## src/rtl/core/fbd_pkg.sv

```systemverilog
package fbd_pkg;

	// Stream constants.
	localparam logic [7:0]  START_CODE       = 8'd111;
	localparam logic [15:0] NAME_LEN_POS     = 16'd1;
	localparam logic [15:0] LEN_FIRST_POS    = 16'd2;
	localparam logic [15:0] HDR_LAST_POS     = 16'd5;
	localparam logic [15:0] BLOCK_SIZE_RESET = 16'd100;

	// Parser modes; codes 6 and 7 are unused.
	typedef enum logic [2:0] {
		MODE_IDLE    = 3'd0,
		MODE_DISCARD = 3'd1,
		MODE_HDR     = 3'd2,
		MODE_NAME    = 3'd3,
		MODE_PAYLOAD = 3'd4,
		MODE_PAD     = 3'd5
	} mode_t;

	// Classification of one byte.
	typedef enum logic [1:0] {
		KIND_DROP    = 2'd0,
		KIND_HDR     = 2'd1,
		KIND_NAME    = 2'd2,
		KIND_PAYLOAD = 2'd3
	} kind_t;

	// One classified result item.
	typedef struct packed {
		logic [7:0]  out_byte;
		kind_t       byte_kind;
		logic        file_last;
		logic        block_end;
		logic [31:0] payload_left;
	} res_t;

endpackage

```

## src/rtl/core/fbd_if.sv

```systemverilog
// Input channel: one stream byte per item.
interface fbd_in_if;
	logic       valid;
	logic       ready;
	logic [7:0] data_byte;

	modport source (output valid, output data_byte, input ready);
	modport sink (input valid, input data_byte, output ready);
endinterface

// Result channel: one classified byte per item.
interface fbd_out_if;
	logic             valid;
	logic             ready;
	logic [7:0]       out_byte;
	fbd_pkg::kind_t   byte_kind;
	logic             file_last;
	logic             block_end;
	logic [31:0]      payload_left;

	modport source (output valid, output out_byte, output byte_kind, output file_last,
		output block_end, output payload_left, input ready);
	modport sink (input valid, input out_byte, input byte_kind, input file_last,
		input block_end, input payload_left, output ready);
endinterface

```

## src/rtl/core/fbd_parser.sv

```systemverilog
module fbd_parser (
	input  logic          clk,
	input  logic          arst_n,
	input  logic          step_en,
	input  logic [7:0]    data_byte,
	input  logic [15:0]   block_size,
	output fbd_pkg::res_t res
);
	import fbd_pkg::*;

	logic [15:0] pos_q;
	mode_t       mode_q;
	logic [7:0]  name_len_q;
	logic [31:0] remain_q;

	logic [15:0] pos_d;
	mode_t       mode_d;
	logic [7:0]  name_len_d;
	logic [31:0] remain_d;
	logic [15:0] last_pos;
	logic        blk_end;
	kind_t       kind;
	logic        flast;

	// Classify the byte and work out the parser state after it.
	always_comb begin
		last_pos   = (block_size != 16'd0) ? (block_size - 16'd1) : 16'd0;
		blk_end    = (pos_q >= last_pos);
		mode_d     = mode_q;
		name_len_d = name_len_q;
		remain_d   = remain_q;
		kind       = KIND_DROP;
		flast      = 1'b0;

		case (mode_q)
			MODE_IDLE: begin
				if (data_byte == START_CODE) begin
					kind       = KIND_HDR;
					mode_d     = MODE_HDR;
					remain_d   = 32'd0;
					name_len_d = 8'd0;
				end else begin
					mode_d = MODE_DISCARD;
				end
			end
			MODE_HDR: begin
				kind = KIND_HDR;
				// Length field arrives least significant byte first.
				case (pos_q)
					NAME_LEN_POS:           name_len_d = data_byte;
					LEN_FIRST_POS:          remain_d[7:0]   = remain_q[7:0] | data_byte;
					LEN_FIRST_POS + 16'd1:  remain_d[15:8]  = remain_q[15:8] | data_byte;
					LEN_FIRST_POS + 16'd2:  remain_d[23:16] = remain_q[23:16] | data_byte;
					LEN_FIRST_POS + 16'd3:  remain_d[31:24] = remain_q[31:24] | data_byte;
					default: ;
				endcase
				if (pos_q >= HDR_LAST_POS) begin
					if (name_len_d != 8'd0) begin
						mode_d = MODE_NAME;
					end else begin
						mode_d = (remain_d != 32'd0) ? MODE_PAYLOAD : MODE_PAD;
					end
				end
			end
			MODE_NAME: begin
				kind = KIND_NAME;
				if (name_len_q != 8'd0) begin
					name_len_d = name_len_q - 8'd1;
				end
				if (name_len_d == 8'd0) begin
					mode_d = (remain_q != 32'd0) ? MODE_PAYLOAD : MODE_PAD;
				end
			end
			MODE_PAYLOAD: begin
				kind = KIND_PAYLOAD;
				if (remain_q != 32'd0) begin
					remain_d = remain_q - 32'd1;
				end
				if (remain_d == 32'd0) begin
					flast  = 1'b1;
					mode_d = MODE_PAD;
				end
			end
			default: ;
		endcase

		// Block boundary: header or name cut short, padding and discard end here.
		if (blk_end) begin
			pos_d = 16'd0;
			if (mode_d == MODE_HDR || mode_d == MODE_NAME) begin
				name_len_d = 8'd0;
				mode_d     = (remain_d != 32'd0) ? MODE_PAYLOAD : MODE_IDLE;
			end else if (mode_d != MODE_PAYLOAD) begin
				mode_d = MODE_IDLE;
			end
		end else begin
			pos_d = pos_q + 16'd1;
		end

		res.out_byte     = data_byte;
		res.byte_kind    = kind;
		res.file_last    = flast;
		res.block_end    = blk_end;
		res.payload_left = remain_d;
	end

	// Parser state advances once per consumed item.
	always_ff @(posedge clk or negedge arst_n) begin
		if (!arst_n) begin
			pos_q      <= 16'd0;
			mode_q     <= MODE_IDLE;
			name_len_q <= 8'd0;
			remain_q   <= 32'd0;
		end else if (step_en) begin
			pos_q      <= pos_d;
			mode_q     <= mode_d;
			name_len_q <= name_len_d;
			remain_q   <= remain_d;
		end
	end

endmodule

```

## src/rtl/core/fixed_block_file_deframer.sv

```systemverilog
// Channel   Dir   Signals                                              Item
// stream    in    valid, ready, data_byte                              one stream byte
// result    out   valid, ready, out_byte, byte_kind, file_last,        one classified byte
//                 block_end, payload_left
// cfg       in    cfg_we, cfg_wdata                                    block size write
//
// Throughput is one item per cycle while the result channel is not stalled.
// The byte is registered at the input, classified by the parser in one pass, and
// the result is registered at the output; the parser state loop closes in the parser.
// A stalled result holds the output register while the input register still takes
// one more item. Reset clears the parser state and sets the block size to 100.
module fixed_block_file_deframer (
	input  logic          clk,
	input  logic          arst_n,
	fbd_in_if.sink        stream,
	fbd_out_if.source     result,
	input  logic          cfg_we,
	input  logic [15:0]   cfg_wdata
);
	import fbd_pkg::*;

	logic [15:0] block_size_q;
	logic        valid_s1;
	logic [7:0]  data_byte_s1;
	logic        valid_s2;
	res_t        res_s2;
	res_t        res_c;
	logic        s2_free;
	logic        advance;

	// Handshake between the stages.
	assign s2_free      = !valid_s2 || result.ready;
	assign advance      = valid_s1 && s2_free;
	assign stream.ready = !valid_s1 || advance;

	// Block size register.
	always_ff @(posedge clk or negedge arst_n) begin
		if (!arst_n) begin
			block_size_q <= BLOCK_SIZE_RESET;
		end else if (cfg_we) begin
			block_size_q <= cfg_wdata;
		end
	end

	// Input register.
	always_ff @(posedge clk or negedge arst_n) begin
		if (!arst_n) begin
			valid_s1 <= 1'b0;
		end else if (stream.ready) begin
			valid_s1 <= stream.valid;
		end
	end

	always_ff @(posedge clk) begin
		if (stream.ready && stream.valid) begin
			data_byte_s1 <= stream.data_byte;
		end
	end

	fbd_parser u_parser (
		.clk        (clk),
		.arst_n     (arst_n),
		.step_en    (advance),
		.data_byte  (data_byte_s1),
		.block_size (block_size_q),
		.res        (res_c)
	);

	// Result register.
	always_ff @(posedge clk or negedge arst_n) begin
		if (!arst_n) begin
			valid_s2 <= 1'b0;
		end else if (s2_free) begin
			valid_s2 <= valid_s1;
		end
	end

	always_ff @(posedge clk) begin
		if (advance) begin
			res_s2 <= res_c;
		end
	end

	assign result.valid        = valid_s2;
	assign result.out_byte     = res_s2.out_byte;
	assign result.byte_kind    = res_s2.byte_kind;
	assign result.file_last    = res_s2.file_last;
	assign result.block_end    = res_s2.block_end;
	assign result.payload_left = res_s2.payload_left;

endmodule
```

## src/flat_wrapper.sv

```systemverilog
// flat-port wrapper written by rule: the top's interface ports become plain ports
module fixed_block_file_deframer_flat import fbd_pkg::*;
  (clk, arst_n, cfg_we, cfg_wdata, stream_valid, stream_data_byte, stream_ready, result_valid, result_out_byte, result_byte_kind, result_file_last, result_block_end, result_payload_left, result_ready);
  fbd_in_if stream_i ();
  fbd_out_if result_i ();
  input  logic clk;
  input  logic arst_n;
  input  logic cfg_we;
  input  logic [15:0] cfg_wdata;
  input wire logic [$bits(stream_i.valid)-1:0] stream_valid;
  input wire logic [$bits(stream_i.data_byte)-1:0] stream_data_byte;
  output wire logic [$bits(stream_i.ready)-1:0] stream_ready;
  output wire logic [$bits(result_i.valid)-1:0] result_valid;
  output wire logic [$bits(result_i.out_byte)-1:0] result_out_byte;
  output wire logic [$bits(result_i.byte_kind)-1:0] result_byte_kind;
  output wire logic [$bits(result_i.file_last)-1:0] result_file_last;
  output wire logic [$bits(result_i.block_end)-1:0] result_block_end;
  output wire logic [$bits(result_i.payload_left)-1:0] result_payload_left;
  input wire logic [$bits(result_i.ready)-1:0] result_ready;
  assign stream_i.valid = stream_valid;
  assign stream_i.data_byte = stream_data_byte;
  assign stream_ready = stream_i.ready;
  assign result_valid = result_i.valid;
  assign result_out_byte = result_i.out_byte;
  assign result_byte_kind = result_i.byte_kind;
  assign result_file_last = result_i.file_last;
  assign result_block_end = result_i.block_end;
  assign result_payload_left = result_i.payload_left;
  assign result_i.ready = result_ready;
  fixed_block_file_deframer u_core (.clk(clk), .arst_n(arst_n), .stream(stream_i), .result(result_i), .cfg_we(cfg_we), .cfg_wdata(cfg_wdata));
endmodule
```

## config.mk

```make
export PLATFORM = sky130hd
export DESIGN_NAME = fixed_block_file_deframer_flat
export DESIGN_NICKNAME = d
export VERILOG_FILES = /design/src/rtl/core/fbd_pkg.sv /design/src/rtl/core/fbd_if.sv /design/src/rtl/core/fbd_parser.sv /design/src/rtl/core/fixed_block_file_deframer.sv /design/src/flat_wrapper.sv
export SDC_FILE = /design/constraint.sdc
export NUM_CORES = 1
export LEC_CHECK = 0
export BUFFER_PORTS_ARGS = -buffer_cell sky130_fd_sc_hd__buf_4
export CAP_MARGIN = 20
export CORE_ASPECT_RATIO = 0.9
export CORE_UTILIZATION = 55
export CTS_CLUSTER_SIZE = 24
export DETAILED_ROUTE_END_ITERATION = 6
export GPL_TIMING_DRIVEN = 0
export PLACE_DENSITY = 0.74
export SYNTH_ARGS = -nofsm -noshare
export SYNTH_HDL_FRONTEND = slang
export SYNTH_SLANG_ARGS = --single-unit
```

## constraint.sdc

```tcl
create_clock -name clk -period 3.9 [get_ports clk]
set_input_delay 0.78 -clock clk [delete_from_list [all_inputs] [get_ports clk]]
set_output_delay 0.78 -clock clk [all_outputs]
set_load 0.05 [all_outputs]
```

==> key figures, run 1 <==
Status
  • Outcome: completed

Timing
  • Fin crit share: 97.1%
  • Sum Neg Setup Slack: 0 ns
  • Relative slew slack: between 30% and 40%
  • Pins Over Slew Limit: 0
  • Max Clk Rate: around 260 MHz
  • RSZ-0062 raised after global routing: false
  • Final setup viols: 0
  • Minimum clock period: roughly 3.8 ns
  • Final Skew: around 0.014 ns
  • Worst hold-check slack: roughly 0.26 ns
  • Worst-margin pin slew: between 0.9 and 1 ns
  • Fin. Hold Viols: 0

Synth
  • Mapped Area: 8330 sq um
  • Ys flop type: dfrtp_1
  • Yosys cell types: 80
  • Cells after Synth: ~920
  • Synth warn: 0
  • Synth async-reset ratio: between 50 and 60%
  • Sequential area share after synthesis: a little over two fifths
  • #FFs+latches synth: between 100 and 150
  • Mapped Nets: roughly 970
  • Mapped Avg Cell Area: approximately 9.1 sq um
  • Post-synth EDFFs: 52

Global route
  • Initial antenna violation count: 0
  • Total GRT Usage: roughly 36%
  • GRT overflow: 0
  • Largest net degree at the start of global routing: 78
  • Global-route wire length before repair: roughly 43000 um
  • Vias in the first global route: 7427

Layout
  • Multi-input gate area in the final layout: approximately 4600 sq um
  • Antenna cells: 0
  • Most common cell after layout, fill and taps aside: nand2_1
  • Register Area: 3490 sq um
  • Fill count: 1196
  • Layout cells sized above 1: between 20 and 25%
  • Area delta synth->final: 22.5%
  • Commonest non-fill, non-tap cells in the layout: nand2_1 (128), buf_4 (109), nor2_1 (75), dfrtp_1 (73), o21ai_0 (67)
  • Nets: 1094

Clock tree
  • Clk pin slew, worst setup/hold paths: around 0.060 ns
  • Htree depth: 4
  • CTS tree: done
  • Clock Latency Late Sink: approximately 0.44 ns
  • CTS Root Cell: clkbuf_16
  • CTS Buf Count: 17
  • Clock sink count: ~130
  • Max clock buf depth: 2

Critical path
  • Worst setup EP type: register
  • Crit path launch: u_core.u_parser.remain_q[11]
  • CP Max Fanout: 10
  • Flop2flop setup slack: approximately 0.11 ns
  • Slowest-stage cell, CP: nor4_4
  • CP startpoint kind: register
  • WP data arrival: around 4 ns
  • Crit-path max cell delay: roughly 0.5 ns
  • FF-to-FF End: u_core.u_parser.mode_q[2]
  • Cell mode on critical path: nor4_4
  • Worst EP required: between 4 and 5 ns
  • CP Class: register to register
  • Reg-to-Reg Start: u_core.u_parser.remain_q[11]
  • Worst-case reg-to-reg path depth: 11
  • Crit-path cells: clkbuf_1, nor4_4, nand2_1, nor3_4, buf_2, o311ai_0, a2bb2oi_2, and4_1, nand4_1, nor4_4, o32ai_1

Floorplan
  • Die area: 15600 sq um
  • Num ports: 75
  • Starting density of the core: between 50% and 60%
  • FP Rows: 42
  • Chip width: roughly 130 um
  • Core area: 14800 sq um
  • Die height: roughly 120 um

Pwr
  • Leak: ~4.5 nW
  • Maximum vdd drop: between 300 and 400 uV
  • Power Total: approximately 5 mW
  • PD cells: approximately 500 nW/um^2

Worst hold path
  • Hold Crit Class: input pin to asynchronous set/reset pin

Route
  • DRT antenna net count: 0
  • WL per Instance: approximately 22 um
  • Drt first-iter violations: approximately 1.1k
  • Total wire length: between 20000 and 30000 um
  • Vias after detailed routing: ~8.1k
  • Via-to-Cell Ratio: 6.45
  • # DRC: 0
  • First-pass iteration count of the detailed router: 6

Place
  • Placer Congestion: roughly 1.0
  • Post-DP HPWL: slightly below 20000 um
  • # port buffers: between 70 and 80

Job
  • Max-Cap Viols: 0
## timing repair
action | 4_1_cts | 5_1_grt
setup buffers | 0 | 30
hold buffers | 0 | 0
setup endpoints to repair | 15 | 25
resized for setup | 11 | 26
pin swaps | 2 | 8
## synth_stat cells, types with 19 or more instances
master,instances,area [sq um]
a21oi_1,21,105
clkbuf_1,36,135
dfrtp_1,74,1850
edfxtp_1,52,1560
ha_1,25,313
inv_1,37,139
mux2_2,19,214
nand2_1,128,480
nand3_1,23,115
nand4_1,26,163
nor2_1,76,285
nor3_1,37,185
nor4_1,21,131
o21ai_0,67,335
## cells by family after synthesis
family          share of synthesized area (%)
buf+inv                                  4.81
mux                                      3.65
xor+xnor                                 2.95
flops                                    41.9
compound gates                           16.5
fa+ha+maj                                3.76
simple gates                             26.4
## critical path: cells and delay by family, from the launching register on
kind | cells | cell delay, ns
simple gates | 6 | 2.04
flops | 1 | 0.35
compound gates | 3 | 0.67
buf+inv | 2 | 0.58
## state kept, by name, summed over array words and instances, names as in the netlist
register                    count
u_core.result.payload_left     32
u_core.u_parser.remain_q       32
u_core.block_size_q            16
u_core.u_parser.pos_q          16
u_core.data_byte_s1             8
u_core.result.out_byte          8
u_core.u_parser.name_len_q      8
u_core.u_parser.mode_q          3
u_core.result.byte_kind         2
u_core.result.block_end         1
u_core.result.file_last         1
u_core.result.valid             1
u_core.valid_s1                 1
## metal layers
layer	global-route usage, %	share of wire, %	up-vias
met5	0	0	-
met4	14.2	2.5	0
met3	9.22	11	59
met2	52.1	42	526
met1	52.6	44	3826
li1	-	-	3655
## worst max-delay path by stage
| stage | depth (start not counted) | end |
|---|---|---|
| floorplan | 14 | u_core.u_parser.pos_q[6] |
| global placement | 7 | u_core.result.block_end |
| detailed placement | 11 | u_core.u_parser.mode_q[2] |
| CTS | 14 | u_core.u_parser.name_len_q[1] |
| global route | 12 | u_core.u_parser.mode_q[2] |
| finish | 11 | u_core.u_parser.mode_q[2] |
## through the flow
stage | std cells | setup slack [ns] | instance area (sq um) | util [%]
floorplan | 918 | 0.330 | 8330 | -
global placement | 1189 | -0.946 | 9120 | 61.8
detailed placement | 1190 | -0.587 | 9140 | 61.9
CTS | 1222 | 0.00181 | 9850 | 66.7
global route | 1251 | 0.0142 | 10200 | 69.1
finish | 1251 | 0.115 | 10200 | 69.1
## cell type report
| cell class | count | area share (%) |
|---|---|---|
| buffer | 54 | 2.53 |
| clock buffer | 24 | 5.35 |
| clock inverter | 8 | 0.871 |
| inverter | 37 | 1.36 |
| multi-input combinational | 696 | 45.2 |
| sequential | 129 | 34.3 |
| tap | 198 | 2.43 |
| timing repair buffer | 105 | 8.05 |
## where the power goes
group,switching (mW),internal (mW),total [mW]
clock,0.635,1.05,1.68
sequential,0.137,1.57,1.70
combinational,1.07,0.547,1.62
total,1.84,3.16,5.00
Power figures use the tool's default switching activity.
==> inputs of run 2 (changes only) <==
Settings changed: CORE_UTILIZATION 55 to 61, MAX_ROUTING_LAYER from default to met4, PLACE_DENSITY 0.74 to 0.8.
==> run 2 against run 1 <==
Cell count down 2.6%; fmax down 1.1%; clock power about the same; core utilization up 6.8 points; worst hold slack worse by 0.087 ns; critical endpoint unchanged; critical path type unchanged; register-to-register slack worse by 0.04 ns; power about the same; sequential power about the same; die area down 9.7%; the run now ends with design-rule violations left; global-route usage up 4.1 points.
==> key figures, run 2 (synthesis gave the netlist of run 1 again) <==
Critical path
  • Worst-case reg-to-reg path depth: 11 (unchanged)
  • Worst EP required: 4.19 ns (about the same)
  • Reg-to-Reg Start: u_core.data_byte_s1[7]
  • WP data arrival: 4.12 ns (+0.05 ns)
  • Flop2flop setup slack: 0.07 ns (-0.04 ns)
  • Worst setup EP type: register
  • FF-to-FF End: u_core.u_parser.mode_q[2]
  • CP startpoint kind: register
  • CP Class: register to register
  • CP Max Fanout: 10 (unchanged)

Clock tree
  • CTS tree: done
  • Clock sink count: 129 (unchanged)
  • Clk pin slew, worst setup/hold paths: 0.06 ns (about the same)
  • CTS Buf Count: 17 (unchanged)
  • Clock Latency Late Sink: 0.43 ns (about the same)
  • Max clock buf depth: 2 (unchanged)
  • Htree depth: 4 (unchanged)
  • CTS Root Cell: clkbuf_16

Layout
  • Area delta synth->final: 21.3%
  • Register Area: 3490 sq um (about the same)
  • Non-Filler Instances: 1219 (-2.6%)
  • Layout cells sized above 1: 21.5% (-0.72 points)
  • Most common cell after layout, fill and taps aside: nand2_1
  • Antenna cells: 0 (unchanged)
  • Multi-input gate area in the final layout: 4560 sq um (-1.1%)
  • Fill count: 949 (-21%)
  • Nets: 1092 (-0.18%)
  • Commonest non-fill, non-tap cells in the layout: nand2_1 (128), buf_4 (106), nor2_1 (75), dfrtp_1 (74), o21ai_0 (67)
  • Fin util: 75.9% (+6.8 points)

Global route
  • Total GRT Usage: 40.5% (+4.1 points)
  • Initial antenna violation count: 0 (unchanged)
  • M3 GR Usage: 13.3% (+4.1 points)
  • GRT met1 Usage: 56.2% (+3.5 points)
  • GRT overflow: 0 (unchanged)
  • Global-route wire length before repair: 41800 um (-2.1%)
  • Vias in the first global route: 7254 (-2.3%)
  • Met2 global-route usage: 54.5% (+2.4 points)
  • Global route hottest layer: met1
  • Largest net degree at the start of global routing: 78 (unchanged)

Place
  • Placer Congestion: 1.03 (+2.7%)
  • Pre-CTS WS: -0.564 ns (+0.0227 ns)
  • # port buffers: 73 (unchanged)
  • # placed instances: 1160 (-2.5%)
  • Post-DP HPWL: 18900 um (-2.5%)

Floorplan
  • FP Rows: 40 (-4.8%)
  • Die area: 14100 sq um (-9.7%)
  • Starting density of the core: 62.5% (+6.2 points)
  • Die height: 113 um (-5.0%)
  • Chip width: 125 um (-5.0%)
  • Core area: 13300 sq um (-9.8%)
  • Num ports: 75 (unchanged)

Status
  • Failing checks: design-rule violations
  • Outcome: complete, but fails checks

Timing
  • Fin. Hold Viols: 0 (unchanged)
  • Final setup viols: 0 (unchanged)
  • Max Clk Rate: 261 MHz (-1.1%)
  • Post-route setup slack: 0.0726 ns (-0.0421 ns)
  • Sum Neg Setup Slack: 0 ns (unchanged)
  • Pins Over Slew Limit: 0 (unchanged)
  • Fin crit share: 98.1% (+1.1 points)
  • Worst-margin pin slew: 0.955 ns (+0.0458 ns)
  • Minimum clock period: 3.83 ns (+0.0421 ns)
  • Final Skew: 0.0104 ns (-0.00367 ns)
  • Relative slew slack: 36.3% (-3.1 points)

Pwr
  • Leak: 4.46 nW (about the same)
  • Gate power share: 32.0% (-0.3 points)
  • Power Total: 5.00 mW (about the same)
  • Clock group share of total power: 33.9% (+0.3 points)
  • Sequential share of power: 34.1% (about the same)
  • Maximum vdd drop: 366 uV (-1.2%)
  • Sw Pwr: 1.87 mW (+1.5%)
  • PD cells: 495 nW/um^2 (+0.90%)
  • Int Power: 3.13 mW (-1.0%)
  • Sw Share: 37.4% (+0.58 points)

Job
  • Max-Cap Viols: 0 (unchanged)

Route
  • Drt first-iter violations: 1214 (+13%)
  • First-pass iteration count of the detailed router: 7 (+1)
  • Total wire length: 27700 um (-0.48%)
  • WL per Instance: 22.8 um (+2.1%)
  • DRT antenna net count: 0 (unchanged)
  • # DRC: 10 (+10)
  • Via-to-Cell Ratio: 6.82 (+5.8%)
  • Vias after detailed routing: 8313 (+3.1%)

Worst hold path
  • Hold Crit Class: input pin to asynchronous set/reset pin
run 2: critical path, stage by stage (launching register included):
cell	delay (ns)
edfxtp_1	0.57
and4bb_2	0.46
a21o_1	0.26
nand2_1	0.11
buf_4	0.23
clkbuf_1	0.35
a221oi_1	0.46
nand3_1	0.18
nor4_2	0.19
nand4_1	0.32
nor4_4	0.43
o32ai_1	0.13
run 2: how the worst max path moves through the flow:
stage | from | end | cells past startpoint
after floorplan | u_core.block_size_q[3] | u_core.u_parser.pos_q[6] | 14
after global placement | result_ready | u_core.result.payload_left[7] | 7
after detailed placement | u_core.u_parser.remain_q[4] | u_core.u_parser.mode_q[2] | 11
after CTS | u_core.u_parser.remain_q[0] | u_core.u_parser.mode_q[2] | 13
after global routing | u_core.data_byte_s1[7] | u_core.u_parser.mode_q[2] | 11
final | u_core.data_byte_s1[7] | u_core.u_parser.mode_q[2] | 11
run 2: layer usage:
layer	wire [um]	vias up	share of wire [%]
li1	-	3670	-
met2	11400	615	41
met1	11700	3924	42
met3	3610	104	13
met4	1020	0	3.7
met5	0	-	0
run 2: power by group through the flow:
stage	logic [mW]	clock network (mW)	registers, mW
6_report	1.60	1.69	1.70
5_1_grt	1.71	1.75	1.72
4_1_cts	1.48	1.70	1.70
3_5_place_dp	1.45	0	1.72
3_3_place_gp	1.44	0	1.72
2_1_floorplan	0.892	0	1.84
run 2: what timing repair did:
| action | 4_1_cts | 5_1_grt |
|---|---|---|
| resized for setup | 8 | 17 |
| buffers inserted | 0 | 27 |
| hold buffers | 0 | 0 |
| pin swaps | 1 | 6 |
| setup endpoints to repair | 16 | 16 |
run 2: final cells by class:
| class | count | area share [%] |
|---|---|---|
| tap | 168 | 2.08 |
| buffer | 54 | 2.55 |
| timing repair buffer | 103 | 7.95 |
| sequential | 129 | 34.6 |
| clock inverter | 9 | 0.756 |
| multi-input combinational | 696 | 45.1 |
| clock buffer | 23 | 5.59 |
| inverter | 37 | 1.38 |
run 2: per-stage QoR:
stage	instance area (sq um)	hold slack (ns)
final	10100	0.174
after CTS	9800	0.515
after floorplan	8330	0.457
after detailed placement	9110	0.488
after global routing	10100	0.173
after global placement	9080	0.477
==> inputs of run 3 (changes only) <==
Settings changed: CORE_UTILIZATION 61 to 65, PLACE_DENSITY 0.8 to 0.85.
Clock period 3.9 ns to 4.7 ns, I/O delays scaled along.
==> run 3 against run 2 <==
The run still ends with design-rule violations left; via count grew 2.0%; cell count shrank 2.7%; routed wire length grew 7.5%; register-to-register slack gained 0.13 ns; count of clock-buffer cells in the layout grew 1; power shrank 20%; clock power shrank 25%; first-iteration DRC count grew 27%.
==> key figures, run 3 (synthesis gave the netlist of run 1 again) <==
Route
  • Total wire length: 29800 um (+7.5%)
  • Drt first-iter violations: 1539 (+27%)
  • Via-to-Cell Ratio: 7.15 (+4.8%)
  • First-pass iteration count of the detailed router: 7 (unchanged)
  • # DRC: 14 (+4)
  • WL per Instance: 25.2 um (+11%)
  • DRT antenna net count: 0 (unchanged)
  • Vias after detailed routing: 8476 (+2.0%)

Layout
  • Area delta synth->final: 16.4%
  • Commonest non-fill, non-tap cells in the layout: nand2_1 (128), buf_4 (79), nor2_1 (76), dfrtp_1 (74), o21ai_0 (67)
  • Layout cells sized above 1: 17.6% (-3.9 points)
  • Multi-input gate area in the final layout: 4450 sq um (-2.4%)
  • Register Area: 3490 sq um (unchanged)
  • Most common cell after layout, fill and taps aside: nand2_1
  • Fin util: 79.0% (+3.2 points)
  • Fill count: 804 (-15%)
  • Nets: 1067 (-2.3%)
  • Antenna cells: 0 (unchanged)

Global route
  • Largest net degree at the start of global routing: 78 (unchanged)
  • Initial antenna violation count: 0 (unchanged)
  • Vias in the first global route: 7872 (+8.5%)
  • Total GRT Usage: 47.6% (+7.1 points)
  • Global-route wire length before repair: 44700 um (+7.0%)
  • GRT overflow: 0 (unchanged)

Critical path
  • CP startpoint kind: register
  • Delay-heaviest family, CP: simple AND/OR/NAND/NOR gates
  • Crit-path cells: buf_2, inv_1, ha_1, or3b_2, clkbuf_1, nor4_4, nand4_1, mux2i_1, nand3b_1, nor4_1, nand4_1, nor4_2, o32ai_1
  • WP data arrival: 4.79 ns (+0.67 ns)
  • Cell mode on critical path: nand4_1
  • Slowest-stage cell, CP: nor4_2
  • Worst EP required: 4.99 ns (+0.80 ns)
  • Crit-path max cell delay: 0.68 ns (+0.11 ns)
  • CP Max Fanout: 9 (-1)
  • CP Class: register to register
  • Worst setup EP type: register
  • Worst path bufs/invs: 3 (+1)

Floorplan
  • FP Rows: 38 (-5.0%)
  • Chip width: 121 um (-3.1%)
  • Starting density of the core: 67.9% (+5.3 points)
  • Core area: 12300 sq um (-7.9%)
  • Die area: 13300 sq um (-6.1%)
  • Num ports: 75 (unchanged)
  • Die height: 109 um (-3.1%)

Pwr
  • Clock group share of total power: 32.0% (-1.9 points)
  • Leak: 4.25 nW (-4.7%)
  • PD cells: 411 nW/um^2 (-17%)
  • Power Total: 3.98 mW (-20%)
  • Gate power share: 32.2% (+0.2 points)
  • Sw Share: 38.2% (+0.75 points)
  • Sw Pwr: 1.52 mW (-19%)
  • Sequential share of power: 35.8% (+1.7 points)
  • Maximum vdd drop: 353 uV (-3.6%)
  • Int Power: 2.46 mW (-21%)

Clock tree
  • Htree depth: 4 (unchanged)
  • Clk pin slew, worst setup/hold paths: 0.07 ns (about the same)
  • CTS tree: done
  • Clock Latency Late Sink: 0.44 ns (about the same)
  • CTS Root Cell: clkbuf_16
  • CTS Buf Count: 17 (unchanged)
  • Max clock buf depth: 2 (unchanged)
  • Clock sink count: 129 (unchanged)

Place
  • Placer Congestion: 1.02 (-1.2%)
  • Post-DP HPWL: 20300 um (+7.9%)
  • # port buffers: 73 (unchanged)

Timing
  • Max Clk Rate: 222 MHz (-15%)
  • Worst hold-check slack: 0.317 ns (+0.143 ns)
  • Pins Over Slew Limit: 0 (unchanged)
  • Final setup viols: 0 (unchanged)
  • Relative slew slack: 36.7% (+0.38 points)
  • Sum Neg Setup Slack: 0 ns (unchanged)
  • Final Skew: 0.0148 ns (+0.00442 ns)
  • Minimum clock period: 4.50 ns (+0.673 ns)
  • Worst-margin pin slew: 0.941 ns (-0.0144 ns)
  • Fin. Hold Viols: 0 (unchanged)
  • RSZ-0062 raised after global routing: false
  • Fin crit share: 95.8% (-2.4 points)

Status
  • Outcome: complete, but fails checks
  • Failing checks: design-rule violations

Worst hold path
  • Hold Crit Class: input pin to asynchronous set/reset pin

Job
  • Max-Cap Viols: 0 (unchanged)
run 3: cell type report:
cell class	instances	share of cell area (%)
Buffer	56	2.71
Multi-Input combinational cell	696	45.9
Sequential cell	129	36.0
Tap cell	160	2.07
Clock buffer	24	5.19
Timing Repair Buffer	76	6.20
Inverter	37	1.43
Clock inverter	8	0.516
run 3: path summary, 6_finish.rpt:
kind / from / endpoint / slack [ns] / cells past startpoint
worst max-delay path: u_core.u_parser.remain_q[0] / u_core.u_parser.mode_q[2] / 0.20 / 13
max in group asynchronous: arst_n / u_core.block_size_q[6] / 3.74 / 2
worst min register to register: u_core.u_parser.name_len_q[0] / u_core.u_parser.name_len_q[0] / 0.56 / 2
worst min-delay path: arst_n / u_core.u_parser.name_len_q[0] / 0.32 / 1
min in group clk: u_core.u_parser.name_len_q[0] / u_core.u_parser.name_len_q[0] / 0.56 / 2
worst max register to register: u_core.u_parser.remain_q[0] / u_core.u_parser.mode_q[2] / 0.20 / 13
run 3: through the flow:
stage / instance area [sq um] / setup slack, ns / std cells
after floorplan: 8330 / 1.04 / 918
after global placement: 9070 / -0.287 / 1151
after detailed placement: 9100 / 0.241 / 1152
after CTS: 9650 / 0.222 / 1184
after global routing: 9690 / 0.108 / 1186
final: 9690 / 0.200 / 1186
run 3: routing by layer:
layer	up-vias	track usage, %	wire [um]
li1	3598	-	-
met1	3946	62.2	11100
met2	769	67.5	12600
met3	163	14.2	4550
met4	0	23.5	1540
met5	-	-	0
run 3: repair_timing:
item,in CTS,in global routing
gates resized for setup,0,2
buffers inserted,0,0
setup endpoints to repair,0,3
hold buffers,0,0
run 3: power groups by stage:
stage                     Sequential, mW  Combinational, mW  Clock, mW
after global placement              1.43               1.19          0
after CTS                           1.42               1.23       1.26
after floorplan                     1.52              0.741          0
after detailed placement            1.43               1.21          0
after global routing                1.44               1.36       1.31
final                               1.43               1.28       1.27
